**config.mk**
```make
export PLATFORM = sky130hd
export DESIGN_NAME = cursor_array_list
export DESIGN_NICKNAME = d
export VERILOG_FILES = /design/src/sv/cal_pkg.sv /design/src/sv/cursor_array_list.sv /design/src/sv/cal_ctrl.sv /design/src/sv/cal_dp.sv
export SDC_FILE = /design/constraint.sdc
export NUM_CORES = 2
export LEC_CHECK = 0
export BUFFER_PORTS_ARGS = -buffer_cell sky130_fd_sc_hd__buf_2
export CAP_MARGIN = 20
export CORE_MARGIN = 1.5
export CORE_UTILIZATION = 55
export DETAILED_ROUTE_END_ITERATION = 8
export PLACE_DENSITY = 0.71
export SLEW_MARGIN = 10
export SYNTH_ARGS = -nofsm -noshare
export SYNTH_HDL_FRONTEND = slang
export SYNTH_SLANG_ARGS = --single-unit
```
**constraint.sdc**
```tcl
create_clock -name clk -period 9.1 [get_ports clk]
set_input_delay 0.91 -clock clk [delete_from_list [all_inputs] [get_ports clk]]
set_output_delay 0.91 -clock clk [all_outputs]
set_load 0.01 [all_outputs]
```
**src/sv/cal_pkg.sv**
```systemverilog
// Package for the cursor array list: request and result payloads, op codes,
// controller state type and the controller-to-datapath command and status structs.
// No dependencies.
package cal_pkg;

    localparam int CAPACITY_DEFAULT = 64;

    localparam logic [2:0] OP_INSERT = 3'd0;
    localparam logic [2:0] OP_REMOVE = 3'd1;
    localparam logic [2:0] OP_START  = 3'd2;
    localparam logic [2:0] OP_END    = 3'd3;
    localparam logic [2:0] OP_PREV   = 3'd4;
    localparam logic [2:0] OP_NEXT   = 3'd5;
    localparam logic [2:0] OP_POS    = 3'd6;

    localparam logic signed [31:0] NO_VALUE = -32'sd1;

    typedef struct packed {
        logic [2:0]         op;
        logic signed [31:0] new_value;
        logic [5:0]         target_position;
    } cal_request_t;

    typedef struct packed {
        logic signed [31:0] cursor_value;
        logic               cursor_value_valid;
        logic [6:0]         list_length;
        logic [6:0]         cursor_index;
        logic               accepted;
    } cal_result_t;

    typedef enum logic [3:0] {
        ST_IDLE,
        ST_DECODE,
        ST_UP_RD,
        ST_UP_WR,
        ST_INS_FIN,
        ST_DN_RD,
        ST_DN_WR,
        ST_REM_FIN,
        ST_CUR_RD,
        ST_EMIT
    } cal_state_t;

    typedef struct packed {
        logic latch;
        logic move;
        logic idx_load_count;
        logic idx_load_cursor;
        logic rd_up;
        logic rd_dn;
        logic wr_up;
        logic wr_dn;
        logic ins_fin;
        logic rem_fin;
        logic cur_rd;
    } cal_dp_cmd_t;

    typedef struct packed {
        logic [2:0] op;
        logic       ins_ok;
        logic       rem_ok;
        logic       idx_gt_cur;
        logic       idx_next_lt_cnt;
    } cal_dp_sts_t;

endpackage

```
**src/sv/cursor_array_list.sv**
```systemverilog
// Top level of the cursor array list: controller and datapath joined.
// Depends on cal_pkg, cal_ctrl and cal_dp.
//
//  channel  | handshake            | payload
//  ---------+----------------------+-------------------------------
//  request  | start high, busy low | request (cal_pkg::cal_request_t)
//  result   | done, one cycle      | result  (cal_pkg::cal_result_t)
//
// A move transfer keeps busy high through the decode, cursor read and emit states; done rises in emit.
// Accepted insert with n entries and cursor c moves entries c..n-1 up one place, then
// writes the new value at c; accepted remove moves c+1..n-1 down; refused: cursor read.
// Each shifted entry is a read and then a write on the single memory port pair.
// Reset empties the list and puts the cursor at 0; entry memory is not cleared.
// The result is marked by done for one cycle only and cannot be held off.
module cursor_array_list
#(
    parameter int CAPACITY = cal_pkg::CAPACITY_DEFAULT
)
(
    input  logic                  clk,
    input  logic                  rst_n,
    input  logic                  start,
    input  cal_pkg::cal_request_t request,
    output logic                  busy,
    output logic                  done,
    output cal_pkg::cal_result_t  result
);

    cal_pkg::cal_dp_cmd_t dp_cmd;
    cal_pkg::cal_dp_sts_t dp_sts;

    cal_ctrl u_ctrl
    (
        .clk    (clk),
        .rst_n  (rst_n),
        .start  (start),
        .sts    (dp_sts),
        .dp_cmd (dp_cmd),
        .busy   (busy),
        .done   (done)
    );

    cal_dp
    #(
        .CAPACITY (CAPACITY)
    )
    u_dp
    (
        .clk     (clk),
        .rst_n   (rst_n),
        .request (request),
        .dp_cmd  (dp_cmd),
        .sts     (dp_sts),
        .result  (result)
    );

endmodule

```
**src/sv/cal_ctrl.sv**
```systemverilog
// Controller state machine for the cursor array list.
// Sequences shifts, list updates and the cursor read; depends on cal_pkg.
module cal_ctrl
(
    input  logic                 clk,
    input  logic                 rst_n,
    input  logic                 start,
    input  cal_pkg::cal_dp_sts_t sts,
    output cal_pkg::cal_dp_cmd_t dp_cmd,
    output logic                 busy,
    output logic                 done
);

    cal_pkg::cal_state_t state_reg;
    cal_pkg::cal_state_t state_next;

    always_ff @(posedge clk or negedge rst_n)
    begin
        if (!rst_n)
        begin
            state_reg <= cal_pkg::ST_IDLE;
        end
        else
        begin
            state_reg <= state_next;
        end
    end

    always_comb
    begin
        state_next = state_reg;
        dp_cmd     = '0;
        busy       = (state_reg != cal_pkg::ST_IDLE);
        done       = (state_reg == cal_pkg::ST_EMIT);
        unique case (state_reg)
            cal_pkg::ST_IDLE:
            begin
                if (start)
                begin
                    dp_cmd.latch = 1'b1;
                    state_next   = cal_pkg::ST_DECODE;
                end
            end
            cal_pkg::ST_DECODE:
            begin
                unique case (sts.op) inside
                    cal_pkg::OP_INSERT:
                    begin
                        if (sts.ins_ok)
                        begin
                            dp_cmd.idx_load_count = 1'b1;
                            state_next            = cal_pkg::ST_UP_RD;
                        end
                        else
                        begin
                            state_next = cal_pkg::ST_CUR_RD;
                        end
                    end
                    cal_pkg::OP_REMOVE:
                    begin
                        if (sts.rem_ok)
                        begin
                            dp_cmd.idx_load_cursor = 1'b1;
                            state_next             = cal_pkg::ST_DN_RD;
                        end
                        else
                        begin
                            state_next = cal_pkg::ST_CUR_RD;
                        end
                    end
                    cal_pkg::OP_START, cal_pkg::OP_END, cal_pkg::OP_PREV,
                    cal_pkg::OP_NEXT, cal_pkg::OP_POS:
                    begin
                        dp_cmd.move = 1'b1;
                        state_next  = cal_pkg::ST_CUR_RD;
                    end
                    default:
                    begin
                        state_next = cal_pkg::ST_CUR_RD;
                    end
                endcase
            end
            cal_pkg::ST_UP_RD:
            begin
                if (sts.idx_gt_cur)
                begin
                    dp_cmd.rd_up = 1'b1;
                    state_next   = cal_pkg::ST_UP_WR;
                end
                else
                begin
                    state_next = cal_pkg::ST_INS_FIN;
                end
            end
            cal_pkg::ST_UP_WR:
            begin
                dp_cmd.wr_up = 1'b1;
                state_next   = cal_pkg::ST_UP_RD;
            end
            cal_pkg::ST_INS_FIN:
            begin
                dp_cmd.ins_fin = 1'b1;
                state_next     = cal_pkg::ST_CUR_RD;
            end
            cal_pkg::ST_DN_RD:
            begin
                if (sts.idx_next_lt_cnt)
                begin
                    dp_cmd.rd_dn = 1'b1;
                    state_next   = cal_pkg::ST_DN_WR;
                end
                else
                begin
                    state_next = cal_pkg::ST_REM_FIN;
                end
            end
            cal_pkg::ST_DN_WR:
            begin
                dp_cmd.wr_dn = 1'b1;
                state_next   = cal_pkg::ST_DN_RD;
            end
            cal_pkg::ST_REM_FIN:
            begin
                dp_cmd.rem_fin = 1'b1;
                state_next     = cal_pkg::ST_CUR_RD;
            end
            cal_pkg::ST_CUR_RD:
            begin
                dp_cmd.cur_rd = 1'b1;
                state_next    = cal_pkg::ST_EMIT;
            end
            cal_pkg::ST_EMIT:
            begin
                state_next = cal_pkg::ST_IDLE;
            end
            default:
            begin
                state_next = cal_pkg::ST_IDLE;
            end
        endcase
    end

endmodule

```
**src/sv/cal_dp.sv**
```systemverilog
// Datapath for the cursor array list: entry memory, length, cursor, shift index
// and result assembly. Driven by cal_ctrl; depends on cal_pkg.
module cal_dp
#(
    parameter int CAPACITY = cal_pkg::CAPACITY_DEFAULT
)
(
    input  logic                  clk,
    input  logic                  rst_n,
    input  cal_pkg::cal_request_t request,
    input  cal_pkg::cal_dp_cmd_t  dp_cmd,
    output cal_pkg::cal_dp_sts_t  sts,
    output cal_pkg::cal_result_t  result
);

    localparam int CW = $clog2(CAPACITY + 1);
    localparam int AW = $clog2(CAPACITY);
    localparam logic [CW-1:0] CNT_ONE = CW'(1);
    localparam logic [CW-1:0] CNT_CAP = CW'(CAPACITY);

    logic [31:0] mem [CAPACITY];
    logic [31:0] rdata_reg;

    logic [2:0]         op_reg;
    logic signed [31:0] val_reg;
    logic [5:0]         tgt_reg;
    logic [CW-1:0]      count_reg, count_next;
    logic [CW-1:0]      cursor_reg, cursor_next;
    logic [CW-1:0]      idx_reg, idx_next;
    logic               ok_reg, ok_next;

    logic          mem_we, mem_re;
    logic [AW-1:0] mem_wa, mem_ra;
    logic [31:0]   mem_wd;

    logic [CW-1:0] idx_dec;
    logic [CW:0]   idx_inc;
    logic [CW:0]   cur_inc;
    logic [CW+5:0] tgt_ext;
    logic [CW+5:0] cnt_ext6;
    logic [CW+6:0] len_ext;
    logic [CW+6:0] cur_ext;
    logic          cur_valid;
    logic [CW-1:0] mv_cursor;
    logic          mv_ok;

    assign idx_dec   = idx_reg - CNT_ONE;
    assign idx_inc   = {1'b0, idx_reg} + {1'b0, CNT_ONE};
    assign cur_inc   = {1'b0, cursor_reg} + {1'b0, CNT_ONE};
    assign tgt_ext   = {{CW{1'b0}}, tgt_reg};
    assign cnt_ext6  = {6'b0, count_reg};
    assign len_ext   = {7'b0, count_reg};
    assign cur_ext   = {7'b0, cursor_reg};
    assign cur_valid = (cursor_reg < count_reg);

    assign sts.op              = op_reg;
    assign sts.ins_ok          = (count_reg < CNT_CAP);
    assign sts.rem_ok          = cur_valid;
    assign sts.idx_gt_cur      = (idx_reg > cursor_reg);
    assign sts.idx_next_lt_cnt = (idx_inc < {1'b0, count_reg});

    always_comb
    begin
        mv_cursor = cursor_reg;
        mv_ok     = 1'b0;
        case (op_reg)
            cal_pkg::OP_START:
            begin
                mv_cursor = '0;
                mv_ok     = 1'b1;
            end
            cal_pkg::OP_END:
            begin
                mv_cursor = (count_reg == '0) ? '0 : count_reg - CNT_ONE;
                mv_ok     = 1'b1;
            end
            cal_pkg::OP_PREV:
            begin
                if (cursor_reg != '0)
                begin
                    mv_cursor = cursor_reg - CNT_ONE;
                    mv_ok     = 1'b1;
                end
            end
            cal_pkg::OP_NEXT:
            begin
                if (cur_inc < {1'b0, count_reg})
                begin
                    mv_cursor = cur_inc[CW-1:0];
                    mv_ok     = 1'b1;
                end
            end
            cal_pkg::OP_POS:
            begin
                if (tgt_ext < cnt_ext6)
                begin
                    mv_cursor = tgt_ext[CW-1:0];
                    mv_ok     = 1'b1;
                end
            end
            default:
            begin
                mv_cursor = cursor_reg;
                mv_ok     = 1'b0;
            end
        endcase
    end

    always_comb
    begin
        count_next  = count_reg;
        cursor_next = cursor_reg;
        idx_next    = idx_reg;
        ok_next     = ok_reg;
        if (dp_cmd.latch)
        begin
            ok_next = 1'b0;
        end
        if (dp_cmd.move)
        begin
            cursor_next = mv_cursor;
            ok_next     = mv_ok;
        end
        if (dp_cmd.idx_load_count)
        begin
            idx_next = count_reg;
        end
        if (dp_cmd.idx_load_cursor)
        begin
            idx_next = cursor_reg;
        end
        if (dp_cmd.wr_up)
        begin
            idx_next = idx_dec;
        end
        if (dp_cmd.wr_dn)
        begin
            idx_next = idx_inc[CW-1:0];
        end
        if (dp_cmd.ins_fin)
        begin
            count_next = count_reg + CNT_ONE;
            ok_next    = 1'b1;
        end
        if (dp_cmd.rem_fin)
        begin
            count_next = count_reg - CNT_ONE;
            ok_next    = 1'b1;
        end
    end

    always_comb
    begin
        mem_we = 1'b0;
        mem_wa = idx_reg[AW-1:0];
        mem_wd = rdata_reg;
        mem_re = 1'b0;
        mem_ra = cursor_reg[AW-1:0];
        if (dp_cmd.rd_up)
        begin
            mem_re = 1'b1;
            mem_ra = idx_dec[AW-1:0];
        end
        if (dp_cmd.rd_dn)
        begin
            mem_re = 1'b1;
            mem_ra = idx_inc[AW-1:0];
        end
        if (dp_cmd.cur_rd && cur_valid)
        begin
            mem_re = 1'b1;
            mem_ra = cursor_reg[AW-1:0];
        end
        if (dp_cmd.wr_up || dp_cmd.wr_dn)
        begin
            mem_we = 1'b1;
            mem_wa = idx_reg[AW-1:0];
            mem_wd = rdata_reg;
        end
        if (dp_cmd.ins_fin)
        begin
            mem_we = 1'b1;
            mem_wa = cursor_reg[AW-1:0];
            mem_wd = val_reg;
        end
    end

    always_ff @(posedge clk)
    begin
        if (mem_we)
        begin
            mem[mem_wa] <= mem_wd;
        end
        if (mem_re)
        begin
            rdata_reg <= mem[mem_ra];
        end
    end

    // hold the request fields for the whole transfer
    always_ff @(posedge clk)
    begin
        if (dp_cmd.latch)
        begin
            op_reg  <= request.op;
            val_reg <= request.new_value;
            tgt_reg <= request.target_position;
        end
    end

    always_ff @(posedge clk or negedge rst_n)
    begin
        if (!rst_n)
        begin
            count_reg  <= '0;
            cursor_reg <= '0;
            idx_reg    <= '0;
            ok_reg     <= 1'b0;
        end
        else
        begin
            count_reg  <= count_next;
            cursor_reg <= cursor_next;
            idx_reg    <= idx_next;
            ok_reg     <= ok_next;
        end
    end

    assign result.cursor_value       = cur_valid ? rdata_reg : cal_pkg::NO_VALUE;
    assign result.cursor_value_valid = cur_valid;
    assign result.list_length        = len_ext[6:0];
    assign result.cursor_index       = cur_ext[6:0];
    assign result.accepted           = ok_reg;

endmodule
```
==> metrics <==
internal power 20500 µW; mapped cell area between 0.08 and 0.09 mm²; DRT Pass-1 Iters 6; first-pass GRT wire length 355000 µm; Final min period around 7200 ps; Final period util 0.793; FF+latch count, synth about 2100; H-tree levels 4; status complete, no violations; count of cell types in the netlist between 70 and 80; core area about 0.16 mm²; switching portion of total power 0.366; Root Driver clkbuf_16; Vias/cell approximately 6.4; final core utilization 0.620; IO Count 94; CTS buffer count about 200; Syn Area/Cell 13.9 µm²; Clk network pwr share 0.257; Data arrival, critical path around 7800 ps; port bufs between 90 and 100; Syn Inst Count between 6000 and 7000; peak supply drop roughly 320 µV; Compound-Gate Fraction of Synth Area 0.0413; Residual DRC 0; max_cap viols 0; simple-gate share of the synthesized area 0.132; # hold bufs at CTS 0; Cell Count, Final, Fillers Out ~8600; gr usage total 0.309; setup TNS 0 ps; sequential area share after synthesis 0.744; Avg WL per Cell 28.8 µm; Final Hold Fails 0; largest family of logic cells by synthesized area simple AND/OR/NAND/NOR gates; worst min path class input pin to async pin; CTS clk-pin slew, worst paths around 60 ps; Worst Setup End Kind flip-flop; static leakage power approximately 0.034 µW; fraction of registers with async set/reset 0.0121; DRT antenna net count 0; most frequent cells in the layout edfxtp_1 (2121), nand2_1 (1531), nand3_1 (779); mux share of post-synthesis cell area 0.0546; NetSw between 10000 and 15000 µW; Comb power frac 0.331; most common cell after layout, fill and taps aside edfxtp_1; worst clock skew between 30 and 40 ps; worst setup path category flip-flop to flip-flop; Synthesized Nets roughly 6300; Post-Synth Adder-Cell Area 0.00521; Worst Setup Start Kind flip-flop; RSZ-0062 raised after global routing false; CTS tree built; ys flop type edfxtp_1; via count 54900; pin count of the biggest net entering global routing around 170; Layout area overhead 11.9%; Die W roughly 400 µm; worst rel slew slack 0.157; postcts setup bufs 0; Post-synth EDFFs around 2100; cell total after placement 8159; sequential share of power 0.411; nets around 6400; Slew Limit Fails 0; initial DRC count 8391; dpl hpwl ~130000 µm; vias in the first global route 52100; fmax approximately 140 MHz; WP data required 9650 ps; die area roughly 0.16 mm²; placed instance area approximately 0.090 mm²; Final Power between 30000 and 40000 µW; Cell Pwr Density approximately 330 mW/mm²; share of layout cells above drive strength 1 0.108; final RePlAce weighted congestion 0.878; Worst Path Max Fanout just over 60; clock tree sinks approximately 2100; # resized after CTS 0; Die Y between 300 and 400 µm; row count around 150; Longest Clk Path Bufs 3; Largest register FFs about 2000; initial antenna violation count 20; Initial Util 0.554; post-synthesis share of cell area spent on xor and xnor gates 0.00253; final wirelength 247000 µm; Synth warnings 0; Final Cell Area 0.0968 mm²; grt ovf 0; Worst-Margin Slew roughly 1200 ps; Worst-Skew Late Latency between 800 and 900 ps; setup violators final 0
## area by class of cell
cell class	instances	area (µm²)
inverter	31	116
clock inverter	129	1120
sequential	2147	64300
fill	11100	59400
antenna	10	25.0
timing repair buffer	256	2130
tap	2058	2570
multi-input combinational	3686	21100
clock buffer	251	5380
## logic make-up after synthesis
kind of cell,after synthesis
AO/OA/AOI/OAI,522
adder cells (fa/ha/maj),36
multiplexers,455
XOR/XNOR,25
flip-flops,2147
AND/OR/NAND/NOR,2648
buffers and inverters,405
## metrics by stage
step	setup WS, ps	hold slack [ps]
final	1880	108
after global placement	2150	519
after global routing	1520	123
after detailed placement	2040	519
after floorplan	4600	493
after CTS	2000	66.0
## Yosys cell counts (5+ instances only)
cell | count | share of area
o31a_1 | 5 | 0.00051
ha_1 | 36 | 0.0052
a211o_1 | 5 | 0.00051
a311o_1 | 5 | 0.00058
edfxtp_1 | 2121 | 0.74
buf_2 | 115 | 0.0067
nor3_1 | 17 | 0.00098
nor2_1 | 117 | 0.0051
a21oi_1 | 138 | 0.0080
a21o_1 | 15 | 0.0013
xor2_1 | 5 | 0.00051
o31ai_1 | 7 | 0.00061
o22ai_1 | 9 | 0.00065
a2111oi_0 | 7 | 0.00071
nand4_1 | 57 | 0.0041
buf_4 | 18 | 0.0016
or3_1 | 29 | 0.0021
buf_1 | 54 | 0.0023
o21a_1 | 9 | 0.00078
mux2i_1 | 440 | 0.051
and3_1 | 8 | 0.00058
a22oi_1 | 7 | 0.00061
o21ai_0 | 101 | 0.0058
xnor2_1 | 20 | 0.0020
a31oi_1 | 10 | 0.00072
or2_2 | 5 | 0.00036
dfrtp_1 | 26 | 0.0075
mux4_2 | 13 | 0.0034
nand3_1 | 779 | 0.045
a211oi_1 | 30 | 0.0026
clkbuf_1 | 184 | 0.0080
a32oi_1 | 110 | 0.011
nand2b_1 | 47 | 0.0034
nand2_1 | 1564 | 0.068
inv_1 | 31 | 0.0013
a41oi_1 | 26 | 0.0026
## power groups by stage
| stage | combinational, µW | sequential (µW) | clock, µW |
|---|---|---|---|
| finish | 10700 | 13300 | 8320 |
| global route | 11400 | 13300 | 8720 |
| floorplan | 6650 | 13200 | 0 |
| CTS | 10300 | 13300 | 8340 |
| global placement | 9930 | 13600 | 0 |
| detailed placement | 10200 | 13500 | 0 |
## metal layers
layer / vias up / GRT usage / share of wire
met1: 27400 / 0.430 / 0.38
met3: 612 / 0.0726 / 0.12
met4: 12 / 0.117 / 0.038
met5: - / 0 / 0.00036
met2: 3489 / 0.475 / 0.46
li1: 23400 / - / -
## final timing paths
path,start,to,slack (ps),cells past startpoint
hold reg to reg,u_dp.ok_reg,u_dp.ok_reg,540,1
hold / removal,rst_n,u_ctrl.state_reg[3],110,1
max in group asynchronous,rst_n,u_dp.idx_reg[2],8550,1
min in group clk,request[11],u_dp.val_reg[5],230,1
setup reg to reg,u_dp.idx_reg[0],u_dp.rdata_reg[23],1880,16
setup / recovery,u_dp.idx_reg[0],u_dp.rdata_reg[23],1880,16
## worst max-delay path, cell delays in order (launching register included)
cell	delay, ps
dfrtp_1	920
nand3_1	380
or2_0	400
xnor2_1	160
ha_1	310
a21o_1	180
a21oi_1	160
o21ai_2	160
o22ai_2	710
a21o_4	860
buf_12	430
buf_4	400
mux2i_1	230
mux2i_1	90
a32oi_1	230
a41oi_1	540
or3_1	640
Power figures use the tool's default switching activity.
